<file path="config.mk">
export PLATFORM = sky130hd
export DESIGN_NAME = antialiased_line_rasterizer_top
export DESIGN_NICKNAME = d
export VERILOG_FILES = /design/src/design/alr_pkg.sv /design/src/design/antialiased_line_rasterizer_top.sv /design/src/design/alr_ctrl.sv /design/src/design/alr_datapath.sv
export VERILOG_INCLUDE_DIRS = /design/src /design/src/design
export SDC_FILE = /design/constraint.sdc
export NUM_CORES = 1
export LEC_CHECK = 0
export ABC_AREA = 1
export BUFFER_PORTS_ARGS = -buffer_cell sky130_fd_sc_hd__buf_2
export CAP_MARGIN = 20
export CORE_AREA = 2 2 135 137
export CTS_CLUSTER_SIZE = 12
export DETAILED_ROUTE_END_ITERATION = 12
export DIE_AREA = 0 0 137 139
export GPL_TIMING_DRIVEN = 0
export PLACE_DENSITY = 0.67
export SYNTH_ARGS = -nofsm -noshare
export SYNTH_HDL_FRONTEND = slang
export SYNTH_SLANG_ARGS = --single-unit
</file>
<file path="constraint.sdc">
create_clock -name clk -period 14.6 [get_ports clk]
set_input_delay 0.73 -clock clk [delete_from_list [all_inputs] [get_ports clk]]
set_output_delay 0.73 -clock clk [all_outputs]
set_load 0.02 [all_outputs]
</file>
<file path="src/design/antialiased_line_rasterizer_top_defines.svh">
// Assertion helpers for the line rasterizer.
`ifndef ANTIALIASED_LINE_RASTERIZER_TOP_DEFINES_SVH
`define ANTIALIASED_LINE_RASTERIZER_TOP_DEFINES_SVH

// Same-cycle implication, checked at every rising clock edge outside reset.
`define ALR_ASSERT_SAME(label, clock, reset, ante, cons) \
  label: assert property (@(posedge clock) disable iff (reset) (ante) |-> (cons)) \
    else $error("alr check failed");

// Next-cycle implication, checked at every rising clock edge outside reset.
`define ALR_ASSERT_NEXT(label, clock, reset, ante, cons) \
  label: assert property (@(posedge clock) disable iff (reset) (ante) |=> (cons)) \
    else $error("alr check failed");

`endif

</file>
<file path="src/design/alr_pkg.sv">
`default_nettype none

package alr_pkg;

  // Which pixel the datapath puts on the result ports.
  typedef enum logic [1:0] {
    EMIT_LINE  = 2'd0,  // straight walk, full coverage
    EMIT_PAIR0 = 2'd1,  // Wu column, first pixel
    EMIT_PAIR1 = 2'd2,  // Wu column, second pixel
    EMIT_END   = 2'd3   // Wu true endpoint, full coverage
  } emit_kind_t;

  typedef struct packed {
    logic       load;
    logic       div_step;
    logic       div_fix;
    logic       emit;
    logic       advance;
    emit_kind_t kind;
  } ctrl_cmd_t;

  typedef struct packed {
    logic wu;
    logic cnt_zero;
  } ctrl_sts_t;

endpackage

`default_nettype wire

</file>
<file path="src/design/antialiased_line_rasterizer_top.sv">
// Sequence: straight lines go through setup, then one emit per pixel; Wu lines go through
//   setup, the serial divide, fixup, then the two-pixel-per-column sequencer.
// A new segment is accepted only when the controller is idle again after its last pixel.
// Reset (rst, synchronous, active high) returns the controller to idle and clears the strobe.
// Results appear one per cycle under pixel_valid; the receiver cannot stall them.
`default_nettype none

`include "antialiased_line_rasterizer_top_defines.svh"

module antialiased_line_rasterizer_top #(
  parameter int COORD_BITS = 5,
  parameter int FRAC_BITS  = 8
) (
  input  wire logic                  clk,
  input  wire logic                  rst,
  // command side: a segment transfers when start is high and busy is low
  input  wire logic                  start,
  output logic                       busy,
  input  wire logic [COORD_BITS-1:0] start_x,
  input  wire logic [COORD_BITS-1:0] start_y,
  input  wire logic [COORD_BITS-1:0] end_x,
  input  wire logic [COORD_BITS-1:0] end_y,
  // result side: one pixel transfer per cycle in which pixel_valid is high
  output logic                       pixel_valid,
  output logic [COORD_BITS:0]        pixel_x,
  output logic [COORD_BITS:0]        pixel_y,
  output logic [FRAC_BITS:0]         coverage,
  output logic                       last_pixel
);

  alr_pkg::ctrl_cmd_t cmd;
  alr_pkg::ctrl_sts_t sts;

  // Controller: idle -> setup -> (serial divide -> fixup -> pair0/pair1 per column)
  //             or (line walk, one pixel per step). It only issues commands and reads
  //             two status bits: Wu mode and "last column reached".
  alr_ctrl #(
    .FRAC_BITS (FRAC_BITS)
  ) u_ctrl (
    .clk   (clk),
    .rst   (rst),
    .start (start),
    .busy  (busy),
    .sts   (sts),
    .cmd   (cmd)
  );

  // Datapath: classifies the segment on load, divides |dminor| << FRAC_BITS by dmajor
  // once per Wu segment, then steps the minor position by that exact quotient plus a
  // remainder accumulator, so floor and fraction of y1 + k*dy/dx come out per column
  // with one add and compare. The result register stage lives here too.
  alr_datapath #(
    .COORD_BITS (COORD_BITS),
    .FRAC_BITS  (FRAC_BITS)
  ) u_dp (
    .clk         (clk),
    .rst         (rst),
    .cmd         (cmd),
    .sts         (sts),
    .start_x     (start_x),
    .start_y     (start_y),
    .end_x       (end_x),
    .end_y       (end_y),
    .pixel_valid (pixel_valid),
    .pixel_x     (pixel_x),
    .pixel_y     (pixel_y),
    .coverage    (coverage),
    .last_pixel  (last_pixel)
  );

  // An accepted segment always occupies the controller on the next cycle.
  `ALR_ASSERT_NEXT(a_accept_busy, clk, rst, start && !busy, busy)
  // Nothing follows the final pixel of a segment on the next cycle.
  `ALR_ASSERT_NEXT(a_last_ends, clk, rst, pixel_valid && last_pixel, !pixel_valid)
  // An idle controller issues no pixel.
  `ALR_ASSERT_NEXT(a_idle_quiet, clk, rst, !busy, !pixel_valid)
  // A pixel that is not the last one means the segment is still in work.
  `ALR_ASSERT_SAME(a_mid_busy, clk, rst, pixel_valid && !last_pixel, busy)

endmodule

`default_nettype wire

</file>
<file path="src/design/alr_ctrl.sv">
`default_nettype none

module alr_ctrl #(
  parameter int FRAC_BITS = 8
) (
  input  wire logic              clk,
  input  wire logic              rst,
  input  wire logic              start,
  output logic                   busy,
  input  wire alr_pkg::ctrl_sts_t sts,
  output alr_pkg::ctrl_cmd_t     cmd
);

  localparam int DIV_W = $clog2(FRAC_BITS);

  typedef enum logic [2:0] {
    S_IDLE,
    S_SETUP,
    S_DIVIDE,
    S_FIX,
    S_PAIR0,
    S_PAIR1,
    S_LINE
  } state_t;

  state_t           state;
  logic [DIV_W-1:0] div_cnt;

  assign busy = (state != S_IDLE);

  always_ff @(posedge clk) begin
    if (rst) begin
      state   <= S_IDLE;
      div_cnt <= '0;
    end else begin
      case (state)
        S_IDLE: begin
          if (start) begin
            state <= S_SETUP;
          end
        end
        S_SETUP: begin
          div_cnt <= '0;
          state   <= sts.wu ? S_DIVIDE : S_LINE;
        end
        S_DIVIDE: begin
          if (div_cnt == DIV_W'(FRAC_BITS - 1)) begin
            state <= S_FIX;
          end else begin
            div_cnt <= div_cnt + 1'b1;
          end
        end
        S_FIX: begin
          state <= S_PAIR0;
        end
        S_PAIR0: begin
          state <= S_PAIR1;
        end
        S_PAIR1: begin
          state <= sts.cnt_zero ? S_IDLE : S_PAIR0;
        end
        S_LINE: begin
          if (sts.cnt_zero) begin
            state <= S_IDLE;
          end
        end
        default: begin
          state <= S_IDLE;
        end
      endcase
    end
  end

  always_comb begin
    cmd      = '0;
    cmd.kind = alr_pkg::EMIT_LINE;
    case (state)
      S_IDLE: begin
        cmd.load = start;
      end
      S_DIVIDE: begin
        cmd.div_step = 1'b1;
      end
      S_FIX: begin
        cmd.div_fix = 1'b1;
      end
      S_PAIR0: begin
        cmd.emit = 1'b1;
        cmd.kind = alr_pkg::EMIT_PAIR0;
      end
      S_PAIR1: begin
        cmd.emit    = 1'b1;
        cmd.kind    = sts.cnt_zero ? alr_pkg::EMIT_END : alr_pkg::EMIT_PAIR1;
        cmd.advance = !sts.cnt_zero;
      end
      S_LINE: begin
        cmd.emit    = 1'b1;
        cmd.kind    = alr_pkg::EMIT_LINE;
        cmd.advance = !sts.cnt_zero;
      end
      default: begin
        cmd = '0;
      end
    endcase
  end

endmodule

`default_nettype wire

</file>
<file path="src/design/alr_datapath.sv">
`default_nettype none

module alr_datapath #(
  parameter int COORD_BITS = 5,
  parameter int FRAC_BITS  = 8
) (
  input  wire logic                  clk,
  input  wire logic                  rst,
  input  wire alr_pkg::ctrl_cmd_t    cmd,
  output alr_pkg::ctrl_sts_t         sts,
  input  wire logic [COORD_BITS-1:0] start_x,
  input  wire logic [COORD_BITS-1:0] start_y,
  input  wire logic [COORD_BITS-1:0] end_x,
  input  wire logic [COORD_BITS-1:0] end_y,
  output logic                       pixel_valid,
  output logic [COORD_BITS:0]        pixel_x,
  output logic [COORD_BITS:0]        pixel_y,
  output logic [FRAC_BITS:0]         coverage,
  output logic                       last_pixel
);

  localparam int CB = COORD_BITS;
  localparam int FB = FRAC_BITS;
  localparam logic [FB:0] COV_FULL = {1'b1, {FB{1'b0}}};

  // ---- classification of the incoming segment ----
  logic signed [CB:0] dxs, dys;
  logic [CB:0]        ndx, ndy;
  logic [CB-1:0]      adx, ady;
  logic               steep_c, swap_c, wu_c, neg_c;
  logic [CB-1:0]      su1, sv1, su2, sv2, u1, v1, u2, v2, dmaj_c, mag_c, cnt_c;

  always_comb begin
    dxs     = $signed({1'b0, end_x}) - $signed({1'b0, start_x});
    dys     = $signed({1'b0, end_y}) - $signed({1'b0, start_y});
    ndx     = -dxs;
    ndy     = -dys;
    adx     = dxs[CB] ? ndx[CB-1:0] : dxs[CB-1:0];
    ady     = dys[CB] ? ndy[CB-1:0] : dys[CB-1:0];
    wu_c    = !((adx == '0) || (ady == '0) || (adx == ady));
    steep_c = (ady > adx);
    cnt_c   = steep_c ? ady : adx;
    su1     = steep_c ? start_y : start_x;
    sv1     = steep_c ? start_x : start_y;
    su2     = steep_c ? end_y : end_x;
    sv2     = steep_c ? end_x : end_y;
    swap_c  = (su1 > su2);
    u1      = swap_c ? su2 : su1;
    v1      = swap_c ? sv2 : sv1;
    u2      = swap_c ? su1 : su2;
    v2      = swap_c ? sv1 : sv2;
    dmaj_c  = u2 - u1;
    neg_c   = (v2 < v1);
    mag_c   = neg_c ? (v1 - v2) : (v2 - v1);
  end

  // ---- working registers ----
  logic                 wu, steep, neg;
  logic [CB-1:0]        cnt, maj, dmaj, end_u, end_v, px, py, acc, hstep;
  logic                 xmove, xneg, ymove, yneg;
  logic [CB+FB-1:0]     pos;
  logic [CB:0]          rem;
  logic [FB-1:0]        quo;
  logic signed [FB:0]   gstep;

  // restoring divide step: (mag << FB) / dmaj, one quotient bit per cycle in which div_step is set
  logic [CB:0]          rem_dbl;
  logic                 rem_ge;
  always_comb begin
    rem_dbl = {rem[CB-1:0], 1'b0};
    rem_ge  = (rem_dbl >= {1'b0, dmaj});
  end

  // minor-axis accumulator step in units of 2^-FB
  logic [CB:0]          acc_sum;
  logic                 carry;
  logic [CB:0]          acc_red;
  logic [CB+FB-1:0]     pos_next;
  always_comb begin
    acc_sum  = {1'b0, acc} + {1'b0, hstep};
    carry    = (acc_sum >= {1'b0, dmaj});
    acc_red  = acc_sum - {1'b0, dmaj};
    pos_next = pos + {{(CB-1){gstep[FB]}}, gstep} + (CB+FB)'(carry);
  end

  always_ff @(posedge clk) begin
    if (cmd.load) begin
      wu    <= wu_c;
      steep <= steep_c;
      neg   <= neg_c;
      cnt   <= cnt_c;
      maj   <= u1;
      dmaj  <= dmaj_c;
      end_u <= u2;
      end_v <= v2;
      pos   <= {v1, {FB{1'b0}}};
      acc   <= '0;
      rem   <= {1'b0, mag_c};
      quo   <= '0;
      px    <= start_x;
      py    <= start_y;
      xmove <= (adx != '0);
      xneg  <= dxs[CB];
      ymove <= (ady != '0);
      yneg  <= dys[CB];
    end
    if (cmd.div_step) begin
      rem <= rem_ge ? (rem_dbl - {1'b0, dmaj}) : rem_dbl;
      quo <= {quo[FB-2:0], rem_ge};
    end
    if (cmd.div_fix) begin
      if (!neg) begin
        gstep <= $signed({1'b0, quo});
        hstep <= rem[CB-1:0];
      end else if (rem == '0) begin
        gstep <= -$signed({1'b0, quo});
        hstep <= '0;
      end else begin
        gstep <= $signed(~{1'b0, quo});
        hstep <= dmaj - rem[CB-1:0];
      end
    end
    if (cmd.advance) begin
      cnt <= cnt - 1'b1;
      maj <= maj + 1'b1;
      pos <= pos_next;
      acc <= carry ? acc_red[CB-1:0] : acc_sum[CB-1:0];
      if (xmove) begin
        px <= xneg ? (px - 1'b1) : (px + 1'b1);
      end
      if (ymove) begin
        py <= yneg ? (py - 1'b1) : (py + 1'b1);
      end
    end
  end

  always_comb begin
    sts.wu       = wu;
    sts.cnt_zero = (cnt == '0);
  end

  // ---- result selection ----
  logic [CB:0] minor_ext, major_ext, x_c, y_c;
  logic [FB:0] cov_c;
  logic        last_c;

  always_comb begin
    major_ext = {1'b0, maj};
    minor_ext = {1'b0, pos[CB+FB-1:FB]};
    x_c       = {1'b0, px};
    y_c       = {1'b0, py};
    cov_c     = COV_FULL;
    last_c    = 1'b0;
    case (cmd.kind)
      alr_pkg::EMIT_LINE: begin
        last_c = (cnt == '0);
      end
      alr_pkg::EMIT_PAIR0: begin
        cov_c = COV_FULL - {1'b0, pos[FB-1:0]};
        x_c   = steep ? minor_ext : major_ext;
        y_c   = steep ? major_ext : minor_ext;
      end
      alr_pkg::EMIT_PAIR1: begin
        cov_c = {1'b0, pos[FB-1:0]};
        x_c   = steep ? (minor_ext + 1'b1) : major_ext;
        y_c   = steep ? major_ext : (minor_ext + 1'b1);
      end
      alr_pkg::EMIT_END: begin
        x_c    = steep ? {1'b0, end_v} : {1'b0, end_u};
        y_c    = steep ? {1'b0, end_u} : {1'b0, end_v};
        last_c = 1'b1;
      end
      default: begin
        last_c = 1'b0;
      end
    endcase
  end

  always_ff @(posedge clk) begin
    if (rst) begin
      pixel_valid <= 1'b0;
    end else begin
      pixel_valid <= cmd.emit;
    end
    if (cmd.emit) begin
      pixel_x    <= x_c;
      pixel_y    <= y_c;
      coverage   <= cov_c;
      last_pixel <= last_c;
    end
  end

endmodule

`default_nettype wire
</file>
# --- After elaboration in Yosys (flattened, before gate mapping) ---
# Cells that the tools add are included.
totals:
  reg_bits: 117
  in_bits: 23
  output_inout_bits: 24
  wordCells: 155
op_classes:
  addsub: 23
  n_lt_le_gt_ge: 5
  n_eq_ne: 15
  mux: 63
  n_bitwise: 1
  reduce_logical: 20
ops:
  columns: ["op", "n"]
  rows:
  - ["5-bit two-way mux", 33]
  - ["6-bit one-hot mux with 3 select lines", 2]
  - ["6-bit two-way mux", 5]
  - ["13-bit two-way mux", 2]
  - ["5-bit subtractor", 5]
  - ["8-bit two-way mux", 3]
  - ["3-bit one-hot mux with 7 select lines", 1]
  - ["3-bit two-way mux", 6]
  - ["9-bit one-hot mux with 2 select lines", 1]
  - ["5-bit by 1-bit adder with 5-bit output (second input constant)", 3]
  - ["5-bit logical NOT", 3]
  - ["5-bit by 1-bit subtractor with 5-bit output (second input constant)", 3]
  - ["13-bit by 1-bit adder with 13-bit output", 1]
  - ["13-bit adder", 1]
  - ["3-bit equality test (second input constant)", 4]
  - ["6-bit by 5-bit >= comparator with 1-bit output", 2]
  - ["5-bit by 5-bit subtractor with 6-bit output", 2]
  - ["5-bit > comparator", 2]
  - ["5-bit negation", 2]
  - ["5-bit nonzero test", 2]
  - ["9-bit two-way mux", 1]
  - ["8-bit negation with 9-bit output", 1]
  - ["8-bit inverter with 9-bit output", 1]
  - ["9-bit by 8-bit subtractor with 9-bit output (first input constant)", 1]
  - ["27 further kinds", 40]

# --- Depth between registers and ports, before layout ---
logic_depth:
  word_depth: 11
  ltp_mapped: 45
  ltp_nobuf: 41

# --- Hierarchy ---
# Synthesis repeated with hierarchy kept, for this count alone.
unflattened:
  cells_unflattened: 1070
  hier_area_um2: 8827.2
by_module_without_submodules:
  columns: ["mod", "instances", "cells_each", "area_each_um2", "seq_area_each_um2"]
  rows:
  - ["alr_datapath", 1, 1005, 8413.1, 3223.1]
  - ["alr_ctrl", 1, 65, 414.1, 120.1]

# --- Least setup slack after synthesis ---
# OpenSTA, ideal clock, no wires.
synth_timing:
  kind: "input-to-reg"
  start: "in end_x[0]"
  end: "reg u_dp.rem[3], data pin"
  setup_time_ps: 256
  arrival_time_ps: 6536
  required_time_ps: 14344
  path_slack_ps: 7808
  stages: 41
  n_path_buf: 5
  cell_sequence: "inv_1 > ha_1 > inv_1 > fa_1 > inv_1 > ha_1 > inv_1 > o31ai_1 > xor2_1 > inv_1 > ha_1 > a21oi_1 > nand3_4 > nand2_4 > buf_6 > clkbuf_1 > clkbuf_1 > nand2_1 > [5 not listed] > nand2_1 > nand3_4 > nand2_4 > buf_6 > buf_2 > o21ai_0 > inv_1 > ha_1 > a21oi_1 > o21ai_0 > a21oi_1 > nand2_2 > nand2_2 > nand2_1 > nand2_1 > nand2_1 > nand3_1 > nand2_1"
synth_via:
  elab_chain_cells: 11
  word_cells_on_any_way: 17
  classes_between: "add/sub: 4; order compare: 3; mux: 10"
synth_lines:
  columns: ["element", "line_no", "rtl"]
  rows:
  - ["start: declaration", "antialiased_line_rasterizer_top.sv:21", "input wire logic [COORD_BITS-1:0] end_x,"]
  - ["5-bit by 5-bit subtractor with 6-bit output", "alr_datapath.sv:34", "dxs = $signed({1'b0, end_x}) - $signed({1'b0, start_x});"]
  - ["5-bit negation", "alr_datapath.sv:36", "ndx = -dxs;"]
  - ["5-bit two-way mux", "alr_datapath.sv:38", "adx = dxs[CB] ? ndx[CB-1:0] : dxs[CB-1:0];"]
  - ["5-bit > comparator", "alr_datapath.sv:41", "steep_c = (ady > adx);"]
  - ["5-bit two-way mux, on equally long branches", "alr_datapath.sv:43, alr_datapath.sv:45", null]
  - ["5-bit > comparator", "alr_datapath.sv:47", "swap_c = (su1 > su2);"]
  - ["5-bit two-way mux *", "alr_datapath.sv:51", "v2 = swap_c ? sv1 : sv2;"]
  - ["via u_dp.v2[1]", "alr_datapath.sv:31", "logic [CB-1:0] su1, sv1, su2, sv2, u1, v1, u2, v2, dmaj_c, mag_c, cnt_c;"]
  - ["5-bit < comparator *", "alr_datapath.sv:53", "neg_c = (v2 < v1);"]
  - ["via u_dp.neg_c", "alr_datapath.sv:30", "logic steep_c, swap_c, wu_c, neg_c;"]
  - ["5-bit two-way mux *", "alr_datapath.sv:54", "mag_c = neg_c ? (v1 - v2) : (v2 - v1);"]
  - ["6-bit two-way mux *", "alr_datapath.sv:87", "if (cmd.load) begin"]
  - ["6-bit two-way mux *", "alr_datapath.sv:107", "if (cmd.div_step) begin"]
  - ["end signal: assignment", "alr_datapath.sv:98", "rem <= {1'b0, mag_c};"]
  - ["end signal: assignment", "alr_datapath.sv:108", "rem <= rem_ge ? (rem_dbl - {1'b0, dmaj}) : rem_dbl;"]
  - ["end: declaration", "alr_datapath.sv:62", "logic [CB:0] rem;"]
# The timed path passes the listed nets; every way through them passes the cells marked *. The select of a mux whose other input is x is not followed.
# A chain may end at the register's enable or synchronous reset.

# --- Worst setup path in the final report ---
layout_timing:
  start: "in start_y[2]"
  end: "reg u_dp.rem[3], data pin"
layout_via:
  word_cells_on_any_way: 17
  classes_between: "add/sub: 4; order compare: 3; mux: 10"
layout_lines:
  columns: ["element", "line_no", "rtl"]
  rows:
  - ["start: declaration", "antialiased_line_rasterizer_top.sv:20", "input wire logic [COORD_BITS-1:0] start_y,"]
  - ["5-bit by 5-bit subtractor with 6-bit output *", "alr_datapath.sv:35", "dys = $signed({1'b0, end_y}) - $signed({1'b0, start_y});"]
  - ["via u_dp.dys[5]", "alr_datapath.sv:27", "logic signed [CB:0] dxs, dys;"]
  - ["5-bit two-way mux *", "alr_datapath.sv:39", "ady = dys[CB] ? ndy[CB-1:0] : dys[CB-1:0];"]
  - ["5-bit > comparator *", "alr_datapath.sv:41", null]
  - ["5-bit two-way mux, on equally long branches", "alr_datapath.sv:43, alr_datapath.sv:45", null]
  - ["5-bit > comparator", "alr_datapath.sv:47", null]
  - ["5-bit two-way mux *", "alr_datapath.sv:51", null]
  - ["via u_dp.v2[1]", "alr_datapath.sv:31", null]
  - ["5-bit < comparator *", "alr_datapath.sv:53", null]
  - ["via u_dp.neg_c", "alr_datapath.sv:30", null]
  - ["5-bit two-way mux *", "alr_datapath.sv:54", null]
  - ["6-bit two-way mux *", "alr_datapath.sv:87", null]
  - ["6-bit two-way mux *", "alr_datapath.sv:107", null]
# Marked as above.

==> out/metrics.csv <==
stage,metric,value,unit
run_status,status,finished clean,
floorplan,ios,47,
placement,post-place-ws,6660,ps
sta,maxSlewHeadroom,0.458,
synth,synth.area.mux_share,0.00115,
worst_setup_path,required,14770,ps
global_route,grt_util_met1,0.315,
finish,layout-area-overhead-vs-synth,13.5,%
clocking,cts_resized,0,
finish,fin_nets,1226,
global_route,grt-ovfl-total,0,
job,max_cap_violations,0,
synth,post_synth_xor_area_fraction,0.0483,
worst_setup_path,critical_path.slowest_cell,o21ai_0,
synth,synth_seq_cells,117,
floorplan,die_w,137,microns
floorplan,core,17700,sq um
clocking,insertion_delay,420,ps
synth,async_flop_share,0,
floorplan,chipHeight,139,microns
synth,yosys.area_share.simple,0.192,
synth,seq_area_frac_synth,0.384,
synth,synth_compound_area_frac,0.157,
finish,drive_gt1_frac,0.116,
worst_setup_path,cp_num_buf_inv,11,
worst_setup_path,cp-start-kind,input pin,
clocking,hold_buffers,0,
worst_setup_path,cp_max_fo,10,
synth,syn_area_per_cell,8.31,sq um
clocking,cts_tree,built,
sta,rsz0062_at_grt,no,
placement,dp_hpwl,15900,microns
floorplan,start_util,0.493,
clocking,clockBufferDepth,2,
floorplan,die_area,19000,sq um
routing,ant_nets,0,
sta,max_freq,133,MHz
routing,routedWlPerCell,15.1,microns
clocking,clkSlewWorstSetupHoldPaths,60,ps
synth,syn_nets,1158,
worst_setup_path,max_stage_delay,410,ps
synth,syn-cell-area,8700,sq um
synth,synth-edff-count,100,
sta,fin_setup_tns,0,ps
global_route,antenna_found_initial,0,
routing,drt-vias-per-instance,5.32,
finish,final_cell_mix,"210 x nand2_1, 149 x inv_1, 108 x o21ai_0",
global_route,track_usage,0.224,
synth,synth_area_leaders,"edfxtp_1 35%, ha_1 11%, nand2_1 9.1%",
worst_setup_path,critPathCaptureType,flop,
synth,ys_types,51,
clocking,cts_root_buffer,clkbuf_16,
sta,setup_viol,0,
floorplan,placementRows,49,
sta,slew_viol_final,0,
worst_hold_path,hold_class,flop to flop,
clocking,cts_setup_buffers,0,
sta,finalWorstSetupSlack,7070,ps
sta,worstMarginPinSlew,806,ps
synth,synth_top_flop_cell,edfxtp_1,
finish,nFillCells,1616,
global_route,grtUsageMet2,0.347,
worst_setup_path,critical_path.top_delay_family,buffers and inverters,
sta,final.period_utilization,0.516,
synth,synthAdderAreaFrac,0.137,
global_route,grt_max_degree,32,
global_route,top_usage_layer,met2,
worst_setup_path,crit_top_cell,nand2_1,
synth,syn_inst,1047,
sta,skew,9.67,ps
synth,synth_top_family_by_area,simple AND/OR/NAND/NOR gates,
routing,drt_wl_total,20400,microns
global_route,grtUsageMet3,0.0406,
synth,synth_top_area_cell,edfxtp_1,
synth,synth_top_area_frac,0.345,
routing,drc,0,
worst_setup_path,critPathKind,input pin to flop,
clocking,cts.sinks,117,
clocking,htreeDepth,4,
worst_setup_path,cp.arrival,7700,ps
sta,finalHoldViolations,0,
routing,drtIter0Drc,484,
clocking,cts_buffers,17,
finish,n_antenna_cell,0,
placement,gp_congestion,0.913,
synth,yosys_warnings,0,
finish,layout_commonest_cell,nand2_1,
routing,via_count,7214,
placement,port-buffer-count,46,
sta,min_period,7530,ps
routing,firstDrtPassIters,5,
global_route,grt_pass1_wl,33100,microns
global_route,grt_pass1_vias,6766,
-- flip-flops by register name, indices dropped and copies added (netlist names), 3 cells and up --
signal,count
u_dp.dmaj,5
u_dp.py,5
u_dp.cnt,5
u_dp.pixel_y,6
u_dp.rem,6
u_dp.end_v,5
u_dp.end_u,5
u_dp.hstep,5
u_dp.coverage,9
u_dp.px,5
u_dp.quo,8
u_dp.pixel_x,6
u_dp.gstep,9
u_dp.pos,13
u_dp.acc,5
u_ctrl.state,3
u_ctrl.div_cnt,3
u_dp.maj,5
-- metal layers --
layer  up-vias  routed length, microns  share of wire
li1       3707                       -              -
met1      3306                    9900           0.48
met2       162                    9110           0.45
met3        39                     923          0.045
met4         0                     520          0.025
met5         -                       0              0
-- final cells by class --
| type | count | area (sq um) | share of cell area |
|---|---|---|---|
| Sequential cell | 117 | 3340 | 0.339 |
| Multi-Input combinational cell | 753 | 4670 | 0.473 |
| Tap cell | 229 | 287 | 0.0290 |
| Inverter | 153 | 574 | 0.0582 |
| Timing Repair Buffer | 49 | 284 | 0.0288 |
| Clock buffer | 19 | 433 | 0.0438 |
| Buffer | 24 | 126 | 0.0128 |
| Clock inverter | 13 | 158 | 0.0160 |
-- stage by stage --
stage	utilization	hold slack [ps]	std cells	instance area (sq um)
after global placement	0.522	463	1322	9220
after floorplan	-	448	1047	8700
final	0.559	475	1357	9870
after global routing	0.559	530	1357	9870
after CTS	0.559	483	1357	9870
after detailed placement	0.526	471	1325	9280
-- cell usage after synthesis (3+ instances only) --
cell / n
inv_1: 149
o21ai_2: 5
edfxtp_1: 100
o21bai_1: 5
dfxtp_1: 17
o21ai_1: 4
clkbuf_1: 18
nand2_2: 17
a21oi_1: 66
xnor2_1: 14
o21ai_0: 108
xor2_1: 34
a211oi_1: 5
clkinv_1: 3
nand4_1: 7
fa_1: 12
o31ai_1: 5
nand3_2: 3
a31oi_1: 13
nor3_1: 15
o211ai_1: 7
ha_1: 76
a22o_1: 4
nand3b_1: 3
nand2_1: 210
nand3_1: 41
or2_2: 7
buf_6: 4
nor2_1: 59
o22ai_1: 9
-- cell families (layout without fill, tap and decap cells) --
logic type	count (synthesis)	count (layout)
buf+inv	177	258
mux	1	1
simple gates	374	374
xor+xnor	48	48
fa+ha+maj	88	88
compound gates	242	242
flops	117	117
-- path summary, 6_finish.rpt --
| check | from | end | slack, ps | cells past startpoint |
|---|---|---|---|---|
| worst max-delay path | start_y[2] | u_dp.rem[3] | 7070 | 42 |
| worst max register to register | u_dp.hstep[2] | u_dp.pos[12] | 9110 | 26 |
| worst min-delay path | u_dp.py[0] | u_dp.py[0] | 470 | 1 |
| worst min register to register | u_dp.py[0] | u_dp.py[0] | 470 | 1 |
Power is left out: the tool's default activity adds up to more than one toggle a clock period on the data nets, which glitch-free logic cannot reach.
